File: config.mk
export PLATFORM = sky130hd
export DESIGN_NAME = source_text_tokenizer
export DESIGN_NICKNAME = d
export VERILOG_FILES = /design/src/hw/rtl/stt_pkg.sv /design/src/hw/rtl/stt_scan.sv /design/src/hw/rtl/stt_out_bank.sv /design/src/hw/rtl/source_text_tokenizer.sv
export SDC_FILE = /design/constraint.sdc
export NUM_CORES = 1
export LEC_CHECK = 0
export BUFFER_PORTS_ARGS = -buffer_cell sky130_fd_sc_hd__buf_2
export CAP_MARGIN = 10
export CELL_PAD_IN_SITES_DETAIL_PLACEMENT = 1
export CELL_PAD_IN_SITES_GLOBAL_PLACEMENT = 2
export CORE_MARGIN = 2
export CORE_UTILIZATION = 40
export CTS_CLUSTER_DIAMETER = 50
export CTS_CLUSTER_SIZE = 25
export DETAILED_ROUTE_END_ITERATION = 6
export GPL_ROUTABILITY_DRIVEN = 0
export PLACE_DENSITY = 0.88
export SKIP_CTS_REPAIR_TIMING = 1
export SLEW_MARGIN = 20
export SYNTH_ARGS = -nofsm -noshare
export SYNTH_HDL_FRONTEND = slang
export SYNTH_HIERARCHICAL = 1
export SYNTH_SLANG_ARGS = --single-unit
File: constraint.sdc
create_clock -name clk_i -period 7.5 [get_ports clk_i]
set_clock_uncertainty 0.15 [all_clocks]
set_input_delay 1.125 -clock clk_i [delete_from_list [all_inputs] [get_ports clk_i]]
set_output_delay 1.125 -clock clk_i [all_outputs]
set_load 0.02 [all_outputs]
File: src/hw/rtl/stt_pkg.sv
// Package: types, constants and character classes for the source text tokenizer.
`timescale 1ns / 1ps

package stt_pkg;

  localparam int unsigned OffsetBits = 32;
  localparam int unsigned LengthBits = 16;
  localparam int unsigned KindBits   = 6;
  localparam int unsigned MaxTokens  = 3;

  // Character constants
  localparam logic [7:0] ChNewline = 8'h0A;
  localparam logic [7:0] ChTab     = 8'h09;
  localparam logic [7:0] ChSpace   = 8'h20;
  localparam logic [7:0] ChEq      = 8'h3D;
  localparam logic [7:0] ChLt      = 8'h3C;
  localparam logic [7:0] ChGt      = 8'h3E;
  localparam logic [7:0] ChAmp     = 8'h26;
  localparam logic [7:0] ChBar     = 8'h7C;
  localparam logic [7:0] ChMinus   = 8'h2D;
  localparam logic [7:0] ChSlash   = 8'h2F;
  localparam logic [7:0] ChBang    = 8'h21;
  localparam logic [7:0] ChLBrace  = 8'h7B;
  localparam logic [7:0] ChRBrace  = 8'h7D;
  localparam logic [7:0] ChLParen  = 8'h28;
  localparam logic [7:0] ChRParen  = 8'h29;
  localparam logic [7:0] ChLBrack  = 8'h5B;
  localparam logic [7:0] ChRBrack  = 8'h5D;
  localparam logic [7:0] ChSemi    = 8'h3B;
  localparam logic [7:0] ChColon   = 8'h3A;
  localparam logic [7:0] ChComma   = 8'h2C;
  localparam logic [7:0] ChCaret   = 8'h5E;
  localparam logic [7:0] ChTilde   = 8'h7E;
  localparam logic [7:0] ChPlus    = 8'h2B;
  localparam logic [7:0] ChStar    = 8'h2A;
  localparam logic [7:0] ChPercent = 8'h25;

  // Token kinds
  localparam logic [KindBits-1:0] KindLBrace  = 6'd0;
  localparam logic [KindBits-1:0] KindRBrace  = 6'd1;
  localparam logic [KindBits-1:0] KindLParen  = 6'd2;
  localparam logic [KindBits-1:0] KindRParen  = 6'd3;
  localparam logic [KindBits-1:0] KindLBrack  = 6'd4;
  localparam logic [KindBits-1:0] KindRBrack  = 6'd5;
  localparam logic [KindBits-1:0] KindSemi    = 6'd6;
  localparam logic [KindBits-1:0] KindColon   = 6'd7;
  localparam logic [KindBits-1:0] KindComma   = 6'd8;
  localparam logic [KindBits-1:0] KindLt      = 6'd9;
  localparam logic [KindBits-1:0] KindLe      = 6'd10;
  localparam logic [KindBits-1:0] KindShl     = 6'd11;
  localparam logic [KindBits-1:0] KindGt      = 6'd12;
  localparam logic [KindBits-1:0] KindGe      = 6'd13;
  localparam logic [KindBits-1:0] KindShr     = 6'd14;
  localparam logic [KindBits-1:0] KindAssign  = 6'd15;
  localparam logic [KindBits-1:0] KindEqEq    = 6'd16;
  localparam logic [KindBits-1:0] KindNot     = 6'd17;
  localparam logic [KindBits-1:0] KindNe      = 6'd18;
  localparam logic [KindBits-1:0] KindAmp     = 6'd19;
  localparam logic [KindBits-1:0] KindAndAnd  = 6'd20;
  localparam logic [KindBits-1:0] KindBar     = 6'd21;
  localparam logic [KindBits-1:0] KindOrOr    = 6'd22;
  localparam logic [KindBits-1:0] KindCaret   = 6'd23;
  localparam logic [KindBits-1:0] KindTilde   = 6'd24;
  localparam logic [KindBits-1:0] KindPlus    = 6'd25;
  localparam logic [KindBits-1:0] KindStar    = 6'd26;
  localparam logic [KindBits-1:0] KindMinus   = 6'd27;
  localparam logic [KindBits-1:0] KindArrow   = 6'd28;
  localparam logic [KindBits-1:0] KindSlash   = 6'd29;
  localparam logic [KindBits-1:0] KindPercent = 6'd30;
  localparam logic [KindBits-1:0] KindIdent   = 6'd31;
  localparam logic [KindBits-1:0] KindInt     = 6'd32;
  localparam logic [KindBits-1:0] KindError   = 6'd33;
  localparam logic [KindBits-1:0] KindEnd     = 6'd34;
  localparam logic [KindBits-1:0] KindNone    = 6'd63;

  typedef enum logic [2:0] {
    ModeIdle    = 3'd0,
    ModePend    = 3'd1,
    ModeIdent   = 3'd2,
    ModeInt     = 3'd3,
    ModeComment = 3'd4
  } mode_e;

  typedef struct packed {
    logic [KindBits-1:0]   kind;
    logic [OffsetBits-1:0] start;
    logic [LengthBits-1:0] len;
    logic                  last;
  } token_t;

  // Tokens produced by one byte, slot 0 first
  typedef struct packed {
    logic [1:0]                 cnt;
    token_t [MaxTokens-1:0]     tok;
  } step_t;

  function automatic logic [KindBits-1:0] single_kind(logic [7:0] c);
    logic [KindBits-1:0] k;
    case (c)
      ChLBrace:  k = KindLBrace;
      ChRBrace:  k = KindRBrace;
      ChLParen:  k = KindLParen;
      ChRParen:  k = KindRParen;
      ChLBrack:  k = KindLBrack;
      ChRBrack:  k = KindRBrack;
      ChSemi:    k = KindSemi;
      ChColon:   k = KindColon;
      ChComma:   k = KindComma;
      ChLt:      k = KindLt;
      ChGt:      k = KindGt;
      ChEq:      k = KindAssign;
      ChBang:    k = KindNot;
      ChAmp:     k = KindAmp;
      ChBar:     k = KindBar;
      ChCaret:   k = KindCaret;
      ChTilde:   k = KindTilde;
      ChPlus:    k = KindPlus;
      ChStar:    k = KindStar;
      ChMinus:   k = KindMinus;
      ChSlash:   k = KindSlash;
      ChPercent: k = KindPercent;
      default:   k = KindNone;
    endcase
    return k;
  endfunction

  function automatic logic [KindBits-1:0] pair_kind(logic [7:0] p, logic [7:0] c);
    logic [KindBits-1:0] k;
    k = KindNone;
    if (p == ChLt && c == ChEq) k = KindLe;
    else if (p == ChLt && c == ChLt) k = KindShl;
    else if (p == ChGt && c == ChEq) k = KindGe;
    else if (p == ChGt && c == ChGt) k = KindShr;
    else if (p == ChEq && c == ChEq) k = KindEqEq;
    else if (p == ChBang && c == ChEq) k = KindNe;
    else if (p == ChAmp && c == ChAmp) k = KindAndAnd;
    else if (p == ChBar && c == ChBar) k = KindOrOr;
    else if (p == ChMinus && c == ChGt) k = KindArrow;
    return k;
  endfunction

  function automatic logic starts_pair(logic [7:0] c);
    return c == ChLt || c == ChGt || c == ChEq || c == ChBang ||
           c == ChAmp || c == ChBar || c == ChMinus || c == ChSlash;
  endfunction

  function automatic logic is_digit(logic [7:0] c);
    return c inside {[8'h30:8'h39]};
  endfunction

  function automatic logic is_ident_start(logic [7:0] c);
    return c inside {[8'h61:8'h7A], [8'h41:8'h5A], 8'h5F};
  endfunction

  function automatic logic is_blank(logic [7:0] c);
    return c == ChSpace || c == ChTab || c == ChNewline;
  endfunction

endpackage

File: src/hw/rtl/stt_scan.sv
// Scanner state and per-byte next-state / token logic.
`timescale 1ns / 1ps

module stt_scan (
  input  logic            clk_i,
  input  logic            rst_ni,
  input  logic            fire_i,
  input  logic [7:0]      char_i,
  input  logic            eoi_i,
  output stt_pkg::step_t  step_o
);

  stt_pkg::mode_e                   mode_q, mode_d;
  logic [7:0]                       pend_q, pend_d;
  logic [stt_pkg::OffsetBits-1:0]   start_q, start_d;
  logic [stt_pkg::LengthBits-1:0]   len_q, len_d;
  logic [stt_pkg::OffsetBits-1:0]   off_q, off_d;

  always_ff @(posedge clk_i or negedge rst_ni) begin
    if (!rst_ni) begin
      mode_q  <= stt_pkg::ModeIdle;
      pend_q  <= '0;
      start_q <= '0;
      len_q   <= '0;
      off_q   <= '0;
    end else if (fire_i) begin
      mode_q  <= mode_d;
      pend_q  <= pend_d;
      start_q <= start_d;
      len_q   <= len_d;
      off_q   <= off_d;
    end
  end

  always_comb begin
    logic                          used;
    logic [1:0]                    n;
    logic [stt_pkg::KindBits-1:0]  pk;
    logic [stt_pkg::KindBits-1:0]  sk;

    used    = 1'b0;
    n       = '0;
    mode_d  = mode_q;
    pend_d  = pend_q;
    start_d = start_q;
    len_d   = len_q;
    step_o  = '0;
    pk      = stt_pkg::pair_kind(pend_q, char_i);
    sk      = stt_pkg::single_kind(char_i);

    case (mode_q)
      stt_pkg::ModePend: begin
        if (pend_q == stt_pkg::ChSlash && char_i == stt_pkg::ChSlash) begin
          mode_d = stt_pkg::ModeComment;
          used   = 1'b1;
        end else if (pk != stt_pkg::KindNone) begin
          step_o.tok[n] = '{pk, start_q, stt_pkg::LengthBits'(2), 1'b0};
          n      = n + 2'd1;
          mode_d = stt_pkg::ModeIdle;
          used   = 1'b1;
        end else begin
          step_o.tok[n] = '{stt_pkg::single_kind(pend_q), start_q,
                            stt_pkg::LengthBits'(1), 1'b0};
          n      = n + 2'd1;
          mode_d = stt_pkg::ModeIdle;
        end
      end
      stt_pkg::ModeIdent, stt_pkg::ModeInt: begin
        if (stt_pkg::is_digit(char_i) ||
            (mode_q == stt_pkg::ModeIdent && stt_pkg::is_ident_start(char_i))) begin
          if (len_q != '1) len_d = len_q + 1'b1;
          used = 1'b1;
        end else begin
          step_o.tok[n] = '{(mode_q == stt_pkg::ModeIdent) ? stt_pkg::KindIdent
                                                            : stt_pkg::KindInt,
                            start_q, len_q, 1'b0};
          n      = n + 2'd1;
          mode_d = stt_pkg::ModeIdle;
        end
      end
      stt_pkg::ModeComment: begin
        if (char_i == stt_pkg::ChNewline) mode_d = stt_pkg::ModeIdle;
        used = 1'b1;
      end
      default: mode_d = stt_pkg::ModeIdle;
    endcase

    if (!used) begin
      if (stt_pkg::is_blank(char_i)) begin
        // skipped
      end else if (stt_pkg::starts_pair(char_i)) begin
        mode_d  = stt_pkg::ModePend;
        pend_d  = char_i;
        start_d = off_q;
      end else if (sk != stt_pkg::KindNone) begin
        step_o.tok[n] = '{sk, off_q, stt_pkg::LengthBits'(1), 1'b0};
        n = n + 2'd1;
      end else if (stt_pkg::is_ident_start(char_i) || stt_pkg::is_digit(char_i)) begin
        mode_d  = stt_pkg::is_digit(char_i) ? stt_pkg::ModeInt : stt_pkg::ModeIdent;
        start_d = off_q;
        len_d   = stt_pkg::LengthBits'(1);
      end else begin
        step_o.tok[n] = '{stt_pkg::KindError, off_q, stt_pkg::LengthBits'(1), 1'b0};
        n = n + 2'd1;
      end
    end

    off_d = off_q + 1'b1;

    if (eoi_i) begin
      case (mode_d)
        stt_pkg::ModePend: begin
          step_o.tok[n] = '{stt_pkg::single_kind(pend_d), start_d,
                            stt_pkg::LengthBits'(1), 1'b0};
          n = n + 2'd1;
        end
        stt_pkg::ModeIdent: begin
          step_o.tok[n] = '{stt_pkg::KindIdent, start_d, len_d, 1'b0};
          n = n + 2'd1;
        end
        stt_pkg::ModeInt: begin
          step_o.tok[n] = '{stt_pkg::KindInt, start_d, len_d, 1'b0};
          n = n + 2'd1;
        end
        default: ;
      endcase
      step_o.tok[n] = '{stt_pkg::KindEnd, off_d, '0, 1'b0};
      n       = n + 2'd1;
      mode_d  = stt_pkg::ModeIdle;
      pend_d  = '0;
      start_d = '0;
      len_d   = '0;
      off_d   = '0;
    end

    if (n != 2'd0) step_o.tok[n - 2'd1].last = 1'b1;
    step_o.cnt = n;
  end

endmodule

File: src/hw/rtl/stt_out_bank.sv
// Result register bank: holds the tokens of one byte and hands them out in order.
`timescale 1ns / 1ps

module stt_out_bank (
  input  logic            clk_i,
  input  logic            rst_ni,
  input  logic            load_i,
  input  stt_pkg::step_t  step_i,
  output logic            ready_o,
  output logic            valid_o,
  input  logic            take_i,
  output stt_pkg::token_t tok_o
);

  stt_pkg::token_t [stt_pkg::MaxTokens-1:0] slot_q;
  logic [1:0]                               cnt_q, cnt_d;
  logic [1:0]                               head_q, head_d;

  assign valid_o = cnt_q != 2'd0;
  assign ready_o = (cnt_q == 2'd0) || (cnt_q == 2'd1 && take_i);
  assign tok_o   = slot_q[head_q];

  always_comb begin
    cnt_d  = cnt_q;
    head_d = head_q;
    if (load_i) begin
      cnt_d  = step_i.cnt;
      head_d = '0;
    end else if (valid_o && take_i) begin
      cnt_d  = cnt_q - 2'd1;
      head_d = head_q + 2'd1;
    end
  end

  always_ff @(posedge clk_i or negedge rst_ni) begin
    if (!rst_ni) begin
      cnt_q  <= '0;
      head_q <= '0;
    end else begin
      cnt_q  <= cnt_d;
      head_q <= head_d;
    end
  end

  always_ff @(posedge clk_i) begin
    if (load_i) slot_q <= step_i.tok;
  end

endmodule

File: src/hw/rtl/source_text_tokenizer.sv
// Top level of the source text tokenizer.
//
// Input stream: one source byte per transfer on s_axis; s_axis_tlast marks the
// final byte of a buffer. Output stream: one token per transfer on m_axis with
// the kind in m_axis_tuser, offset and length in m_axis_tdata, and
// m_axis_tlast on the final token caused by a given byte.
// A byte is held in an input register and scanned once the result bank can
// take it; its tokens (zero to three) are written into a three-entry result
// bank that drives m_axis, which offers a byte's first token after the bank
// is loaded. Throughput is one byte per cycle while each byte gives at most
// one token and m_axis_tready is high; a byte giving more tokens holds the
// bank until they are taken, since the bank drains one token per ready cycle.
// After the last byte of a buffer any open token is flushed, an end token is
// sent, and offsets restart at zero. A stalled receiver holds the bank, then
// the input register, then s_axis_tready drops; nothing is lost.
// Reset clears the scanner state, the input register's valid flag and the result bank's count.
`timescale 1ns / 1ps

module source_text_tokenizer (
  input  logic        clk_i,
  input  logic        rst_ni,
  input  logic        s_axis_tvalid,
  output logic        s_axis_tready,
  input  logic [7:0]  s_axis_tdata,   // [7:0] char_byte
  input  logic        s_axis_tlast,   // end_of_input
  output logic        m_axis_tvalid,
  input  logic        m_axis_tready,
  output logic [47:0] m_axis_tdata,   // [31:0] start_offset, [47:32] token_length
  output logic [5:0]  m_axis_tuser,   // [5:0] token_kind
  output logic        m_axis_tlast    // last_of_run
);

  logic            in_valid_q, in_valid_d;
  logic [7:0]      in_char_q;
  logic            in_eoi_q;
  logic            bank_ready;
  logic            step_fire;
  stt_pkg::step_t  step;
  stt_pkg::token_t tok;

  assign step_fire     = in_valid_q && bank_ready;
  assign s_axis_tready = !in_valid_q || step_fire;

  always_comb begin
    in_valid_d = in_valid_q;
    if (s_axis_tvalid && s_axis_tready) in_valid_d = 1'b1;
    else if (step_fire)                 in_valid_d = 1'b0;
  end

  always_ff @(posedge clk_i or negedge rst_ni) begin
    if (!rst_ni) in_valid_q <= 1'b0;
    else         in_valid_q <= in_valid_d;
  end

  always_ff @(posedge clk_i) begin
    if (s_axis_tvalid && s_axis_tready) begin
      in_char_q <= s_axis_tdata;
      in_eoi_q  <= s_axis_tlast;
    end
  end

  stt_scan u_scan (
    .clk_i  (clk_i),
    .rst_ni (rst_ni),
    .fire_i (step_fire),
    .char_i (in_char_q),
    .eoi_i  (in_eoi_q),
    .step_o (step)
  );

  stt_out_bank u_bank (
    .clk_i   (clk_i),
    .rst_ni  (rst_ni),
    .load_i  (step_fire),
    .step_i  (step),
    .ready_o (bank_ready),
    .valid_o (m_axis_tvalid),
    .take_i  (m_axis_tready),
    .tok_o   (tok)
  );

  assign m_axis_tdata = {tok.len, tok.start};
  assign m_axis_tuser = tok.kind;
  assign m_axis_tlast = tok.last;

endmodule

==> impl_metrics.yaml, run 1 <==
outcome:
  outcome: "completed"
yosys:
  synth_area_leaders: "edfxtp_1 (30%), dfrtp_1 (14%), mux2i_1 (4.3%)"
  ys_seq_area_share_pct: 43.1
  synth.avg_cell_area_sq_um: 9.05
  yosysTopAreaCell: "edfxtp_1"
  synthTopCellsByCount: "nand2_1 (181), edfxtp_1 (174), clkbuf_1 (134), nor2_1 (122), o22ai_1 (103)"
  yosys.area.top_type_share_pct: 29.5
  synth_area_sq_mm: 0.0177
  synth_enable_flop_cells: 174
  synthesis.instances: 1954
  async_flop_share_pct: 35.6
  ys.flop_type: "edfxtp_1"
  yosysMostFrequentCell: "nand2_1"
  ys_ff_latch: 270
  ys_types: 92
  syn_nets: 1978
  ys_warn_count: 6
final_layout:
  num_antenna_cells: 0
  drive_above_1_share_pct: 11.7
  final_net_count: 1961
  syn_to_final_growth_pct: 10.9
global_routing:
  grt_pass1_vias: 17290
  grt_pass1_wl_um: 105000
  grt.total_usage_pct: 29.0
  grt_max_degree: 166
  antenna_found_initial: 1
  gr-total-overflow: 0
floorplanning:
  fp-row-count: 77
  coreArea_sq_mm: 0.0439
  die_w_um: 214
  ios: 70
  die_y_um: 214
  start_util_pct: 40.2
  dieArea_sq_mm: 0.0459
run:
  maxCapViolCount: 0
pwr:
  internal_power_w: 0.00524
  combPwrFrac_pct: 54.1
  p_sw_w: 0.00520
  power.density_mw_per_mm2: 532
  leakagePower_nw: 7.11
  vdd_ir_drop_max_mv: 0.261
  p_clk_share_pct: 17.3
  power_frac_seq_pct: 28.7
  p_sw_share_pct: 49.8
timing:
  holdWs_ns: 0.374
  hold_viol: 0
  rsz0062_at_grt: "false"
  fmaxAchievable_mhz: 152
  slew_headroom_pct: 22.5
  fin_tns_setup_ns: 0
  setup_viol: 0
  layout_setup_ws_ns: 0.917
  drv_slew: 0
  period_needed_ns: 6.58
  finalCritPeriodShare_pct: 87.8
  worst_slew_pin_slew_ns: 1.16
clock_network:
  clock-sinks: 270
  cts_buffers: 35
  cts_tree: "yes"
  insertion_delay_ns: 0.55
  path_clk_slew_ns: 0.06
  h-tree-depth: 2
  clockBufferDepth: 3
  clk_root_buffer_cell: "clkbuf_16"
setup_path:
  worstSetupPathType: "reg -> reg"
  cp_data_arrival_time_ns: 6.78
  crit_path_end_kind: "register"
  cp.buffers_inverters: 1
  cp_max_fo: 30
  slowest_delay_ns: 0.97
  slowest_stage: "edfxtp_1"
  path_cells: "o21ai_0 > and2_1 > a221oi_1 > nand2_1 > or4_4 > o211ai_2 > ha_1 > nor2_1 > a21oi_1 > inv_1 > ha_1 > nor2_1 > nand2_1 > nor2_1 > nand2_1 > o22ai_1"
  r2r-start: "in_char_q[1]$_DFFE_PP_"
  required_ns: 7.69
  crit_family: "simple AND/OR/NAND/NOR gates"
  startpoint_type: "register"
  startpoint: "in_char_q[1]$_DFFE_PP_"
placement:
  dpl_worst_slack_ns: 1.13
  port_buffers: 69
  post-dp-hpwl_um: 44100
drt:
  ant_nets: 0
  drt-vias-per-instance: 6.64
  drc_errors: 0
  first_iter_violations: 1722
  drt_pass1_iterations: 6
  avgRoutedWirePerCell_um: 26.5
  drt_wl_total_um: 67800
  dr_total_vias: 16981
worst_hold_path:
  holdCritStartpoint: "u_scan/start_q[13]$_DFFE_PN0P_"
  hold_class: "reg -> reg"
worst register-to-register path, delay by kind of cell, from the launching register on:
| kind | cells | cell delay (ns) |
|---|---|---|
| DFF | 1 | 0.97 |
| buffers and inverters | 1 | 0.09 |
| AOI/OAI and AO/OA | 5 | 1.88 |
| and+or+nand+nor | 8 | 2.70 |
| adders and majority gates | 2 | 0.58 |
registers in the layout, summed over array words and instances (netlist names):
signal / count
u_scan/start_q: 32
u_scan/off_q: 32
u_scan/mode_q: 3
u_scan/len_q: 16
u_scan/pend_q: 8
u_bank/head_q: 2
in_char_q: 8
u_bank/slot_q: 165
in_valid_q: 1
u_bank/cnt_q: 2
in_eoi_q: 1
cell type report:
class | instances | area, sq um
Fill cell | 5026 | 24300
Multi-Input combinational cell | 1426 | 8990
Sequential cell | 270 | 7630
Clock buffer | 39 | 891
Tap cell | 592 | 741
Timing Repair Buffer | 115 | 706
Inverter | 89 | 334
Clock inverter | 25 | 327
layer usage:
metal | wire length, um | vias to the layer above | global-route usage [%]
met4 | 2610 | 0 | 11.8
met1 | 29200 | 8569 | 39.9
met2 | 30400 | 801 | 45.2
met3 | 5690 | 177 | 5.06
met5 | 0 | - | 0
li1 | - | 7434 | -
metrics by stage:
step                util (%)  total power, W  std cells  area, sq um
floorplan                  -         0.00655       1954        17700
global placement        41.9         0.00833       2492        18400
detailed placement      41.9         0.00850       2492        18400
CTS                     44.7          0.0103       2556        19600
global route            44.7          0.0110       2556        19600
finish                  44.7          0.0104       2556        19600
power by group through the flow:
stage          Sequential [W]  Combinational, W  Clock [W]
6_report              0.00300           0.00565    0.00180
5_1_grt               0.00307           0.00600    0.00188
4_1_cts               0.00298           0.00554    0.00183
3_5_place_dp          0.00300           0.00551          0
3_3_place_gp          0.00296           0.00536          0
2_1_floorplan         0.00277           0.00379          0
cell usage in the layout (no fill, tap or decap), types with 12 or more instances in the layout:
| master | netlist | layout |
|---|---|---|
| a21oi_1 | 84 | 84 |
| xnor2_1 | 31 | 31 |
| nor2_1 | 122 | 122 |
| nor4_1 | 20 | 19 |
| mux2i_1 | 76 | 76 |
| o21ai_1 | 44 | 45 |
| o2bb2ai_1 | 25 | 25 |
| a221oi_1 | 14 | 14 |
| o221ai_1 | 12 | 12 |
| nor2b_1 | 15 | 15 |
| nand2b_1 | 13 | 13 |
| nand3_1 | 78 | 78 |
| nand2_1 | 181 | 180 |
| nor3_1 | 58 | 57 |
| buf_2 | 14 | 68 |
| nand4_1 | 31 | 31 |
| inv_1 | 87 | 87 |
| a31oi_1 | 30 | 30 |
| buf_4 | 5 | 46 |
| o211ai_1 | 23 | 23 |
| a22oi_1 | 52 | 52 |
| o21ai_0 | 96 | 95 |
| and3_1 | 38 | 38 |
| and2_1 | 16 | 15 |
| a211oi_1 | 14 | 14 |
| clkbuf_16 | 0 | 35 |
| o22ai_1 | 103 | 103 |
| a22o_1 | 19 | 19 |
| edfxtp_1 | 174 | 174 |
| dfrtp_1 | 96 | 94 |
worst paths after layout:
check	cells after the start	to	slack [ns]
setup / recovery	16	u_bank/slot_q[150]$_DFFE_PP_	0.92
hold / removal	1	u_scan/start_q[13]$_DFFE_PN0P_	0.37
setup reg to reg	16	u_bank/slot_q[150]$_DFFE_PP_	0.92
hold reg to reg	1	u_scan/start_q[13]$_DFFE_PN0P_	0.37
max in group asynchronous	2	u_bank/head_q[1]$_DFFE_PN0P_	5.34
min in group asynchronous	1	u_scan/start_q[20]$_DFFE_PN0P_	0.49
cells by family after synthesis:
family	count (synthesis)	share of synthesized area [%]
simple gates	656	18.8
compound gates	642	24.6
mux	81	4.62
flops	270	43.1
fa+ha+maj	11	0.778
buf+inv	258	6.16
xor+xnor	36	1.83
No activity file was read; power rests on OpenSTA's default activity.
==> run 2: changes to the inputs <==
- GPL_TIMING_DRIVEN: default -> 0
- PLACE_DENSITY: 0.88 -> default
- PLACE_DENSITY_LB_ADDON: default -> 0.1
==> run 2 against run 1 <==
Effect of this change:
- the flow now finishes with violations (negative setup slack)
- combinational power rose by 17%
- sequential cell count did not move
- die area did not move
- sequential power fell by 8.0%
- hold slack got worse by 0.019 ns
- largest power group unchanged
- highest routed layer is now met5
==> impl_metrics.yaml, run 2 (synthesized netlist as in run 1, its figures left out) <==
outcome:
  outcome: "finished, violations left"
  violations: "negative setup slack"
drt:
  avgRoutedWirePerCell_um: 29.3
  dr_total_vias: 17774
  ant_nets: 0
  drc_errors: 0
  drt_wl_total_um: 78900
  drt-vias-per-instance: 6.61
  drt_pass1_iterations: 5
  first_iter_violations: 2028
pwr:
  power_frac_seq_pct: 24.7
  combPwrFrac_pct: 58.9
  p_clk_share_pct: 16.4
  p_sw_share_pct: 53.0
  internal_power_w: 0.00526
  vdd_ir_drop_max_mv: 0.274
  finalPower_w: 0.0112
  power.density_mw_per_mm2: 554
  p_sw_w: 0.00592
  leakagePower_nw: 7.29
final_layout:
  finalCoreUtilization_pct: 46.0
  syn_to_final_growth_pct: 14.2
  top_register: "u_bank/slot_q"
  multi_input_area_sq_mm: 0.00899
  nFillCells: 5132
  final_common_cell: "nand2_1"
  reg_top3: "u_bank/slot_q (165), u_scan/off_q (32), u_scan/start_q (32)"
  num_antenna_cells: 0
  regArea_sq_mm: 0.00763
  mostFrequentLayoutCells: "nand2_1 (181), edfxtp_1 (174), clkbuf_1 (131)"
  largest_register_ffs: 165
  final_net_count: 2091
  drive_above_1_share_pct: 10.6
timing:
  period_needed_ns: 7.55
  finalCritPeriodShare_pct: 101
  worst_slew_pin_slew_ns: 1.27
  slew_headroom_pct: 15.0
  layout_setup_ws_ns: -0.0487
  rsz0062_at_grt: "false"
  setup_viol: 1
  drv_slew: 0
  fmaxAchievable_mhz: 132
  hold_viol: 0
  holdWs_ns: 0.355
clock_network:
  clk_root_buffer_cell: "clkbuf_16"
  h-tree-depth: 2
  path_clk_slew_ns: 0.07
  clock-sinks: 270
  cts_buffers: 38
  clockBufferDepth: 3
  cts_tree: "yes"
  insertion_delay_ns: 0.57
floorplanning:
  die_w_um: 214
  start_util_pct: 40.2
  ios: 70
  dieArea_sq_mm: 0.0459
  coreArea_sq_mm: 0.0439
  die_y_um: 214
  fp-row-count: 77
worst_hold_path:
  hold_class: "in -> async"
setup_path:
  cp_data_arrival_time_ns: 7.70
  r2r_slack_ns: -0.05
  r2r-end: "u_bank/slot_q[152]$_DFFE_PP_"
  cp_max_fo: 10
  startpoint: "in_char_q[4]$_DFFE_PP_"
  r2r-start: "in_char_q[4]$_DFFE_PP_"
  required_ns: 7.66
  worstSetupPathType: "reg -> reg"
  r2r_cells: 22
  crit_path_end_kind: "register"
  startpoint_type: "register"
  critical_path.endpoint: "u_bank/slot_q[152]$_DFFE_PP_"
global_routing:
  grt.total_usage_pct: 33.8
  antenna_found_initial: 3
  grt_max_degree: 61
  grt_pass1_wl_um: 117000
  gr-total-overflow: 0
  grt_pass1_vias: 17410
run:
  maxCapViolCount: 0
placement:
  dpl_worst_slack_ns: -0.320
  post-dp-hpwl_um: 56500
  port_buffers: 69
-- run 2: cell count changes in the layout (fill, tap and decap cells not counted), sizes merged --
cell,previous run,this run
clkinv,8,11
clkbuf,39,177
buf,115,108
clkinvlp,1,2
bufinv,5,0
inv,100,103
-- run 2: cell type report --
class	count	share of cell area, %
repair buffers	73	2.25
flip-flops and latches	270	37.8
clock buffers	43	4.96
clock inverters	27	1.39
multi-input cells	1426	44.5
inverters	89	1.65
well taps	592	3.67
plain buffers	169	3.78
-- run 2: worst min-delay path by stage --
stage | start | to | slack, ns | cells after the start
final | rst_ni | u_scan/start_q[13]$_DFFE_PN0P_ | 0.36 | 1
after global routing | rst_ni | u_scan/start_q[13]$_DFFE_PN0P_ | 0.38 | 1
after CTS | u_scan/start_q[31]$_DFFE_PN0P_ | u_scan/start_q[31]$_DFFE_PN0P_ | 0.36 | 1
after detailed placement | u_scan/start_q[20]$_DFFE_PN0P_ | u_scan/start_q[20]$_DFFE_PN0P_ | 0.35 | 1
after global placement | u_scan/start_q[27]$_DFFE_PN0P_ | u_scan/start_q[27]$_DFFE_PN0P_ | 0.34 | 1
after floorplan | u_scan/start_q[31]$_DFFE_PN0P_ | u_scan/start_q[31]$_DFFE_PN0P_ | 0.32 | 1
-- run 2: per-stage QoR --
step	area [sq um]	instances	setup TNS [ns]
6_report	20200	2689	-0.0487
5_1_grt	20200	2689	0
4_1_cts	20200	2689	-1.56
3_5_place_dp	18900	2619	-1.47
3_3_place_gp	18800	2615	-147.19
2_1_floorplan	17700	1954	0
-- run 2: power groups by stage --
stage	Combinational [W]	Clock, W	Sequential (W)
after floorplan	0.00379	0	0.00277
final	0.00659	0.00183	0.00276
after CTS	0.00636	0.00187	0.00276
after global placement	0.00617	0	0.00287
after global routing	0.00689	0.00192	0.00282
after detailed placement	0.00633	0	0.00278
-- run 2: critical path, stage by stage, from the launching register on --
cell and delay (ns):
edfxtp_1 0.35, buf_2 0.19, or4b_1 0.48, clkbuf_1 0.22, or4_4 0.58, o21ai_2 0.15
a2bb2oi_2 0.24, inv_2 0.16, clkbuf_2 0.30, clkbuf_2 0.41, ha_1 0.38, nand4_1 0.08
o211ai_2 0.17, ha_1 0.33, nor2_1 0.04, a21oi_1 0.27, inv_1 0.09, ha_1 0.26
nor2_1 0.48, nand2_1 0.47, nor2_1 0.40, nand2_1 0.46, o21ai_0 0.61
-- run 2: layer usage --
layer / GRT usage (%) / up-vias / routed length (um)
li1: - / 7714 / -
met4: 13.4 / 2 / 3280
met3: 7.67 / 206 / 7230
met5: 0 / - / 13
met2: 49.5 / 912 / 33400
met1: 48.5 / 8940 / 35000
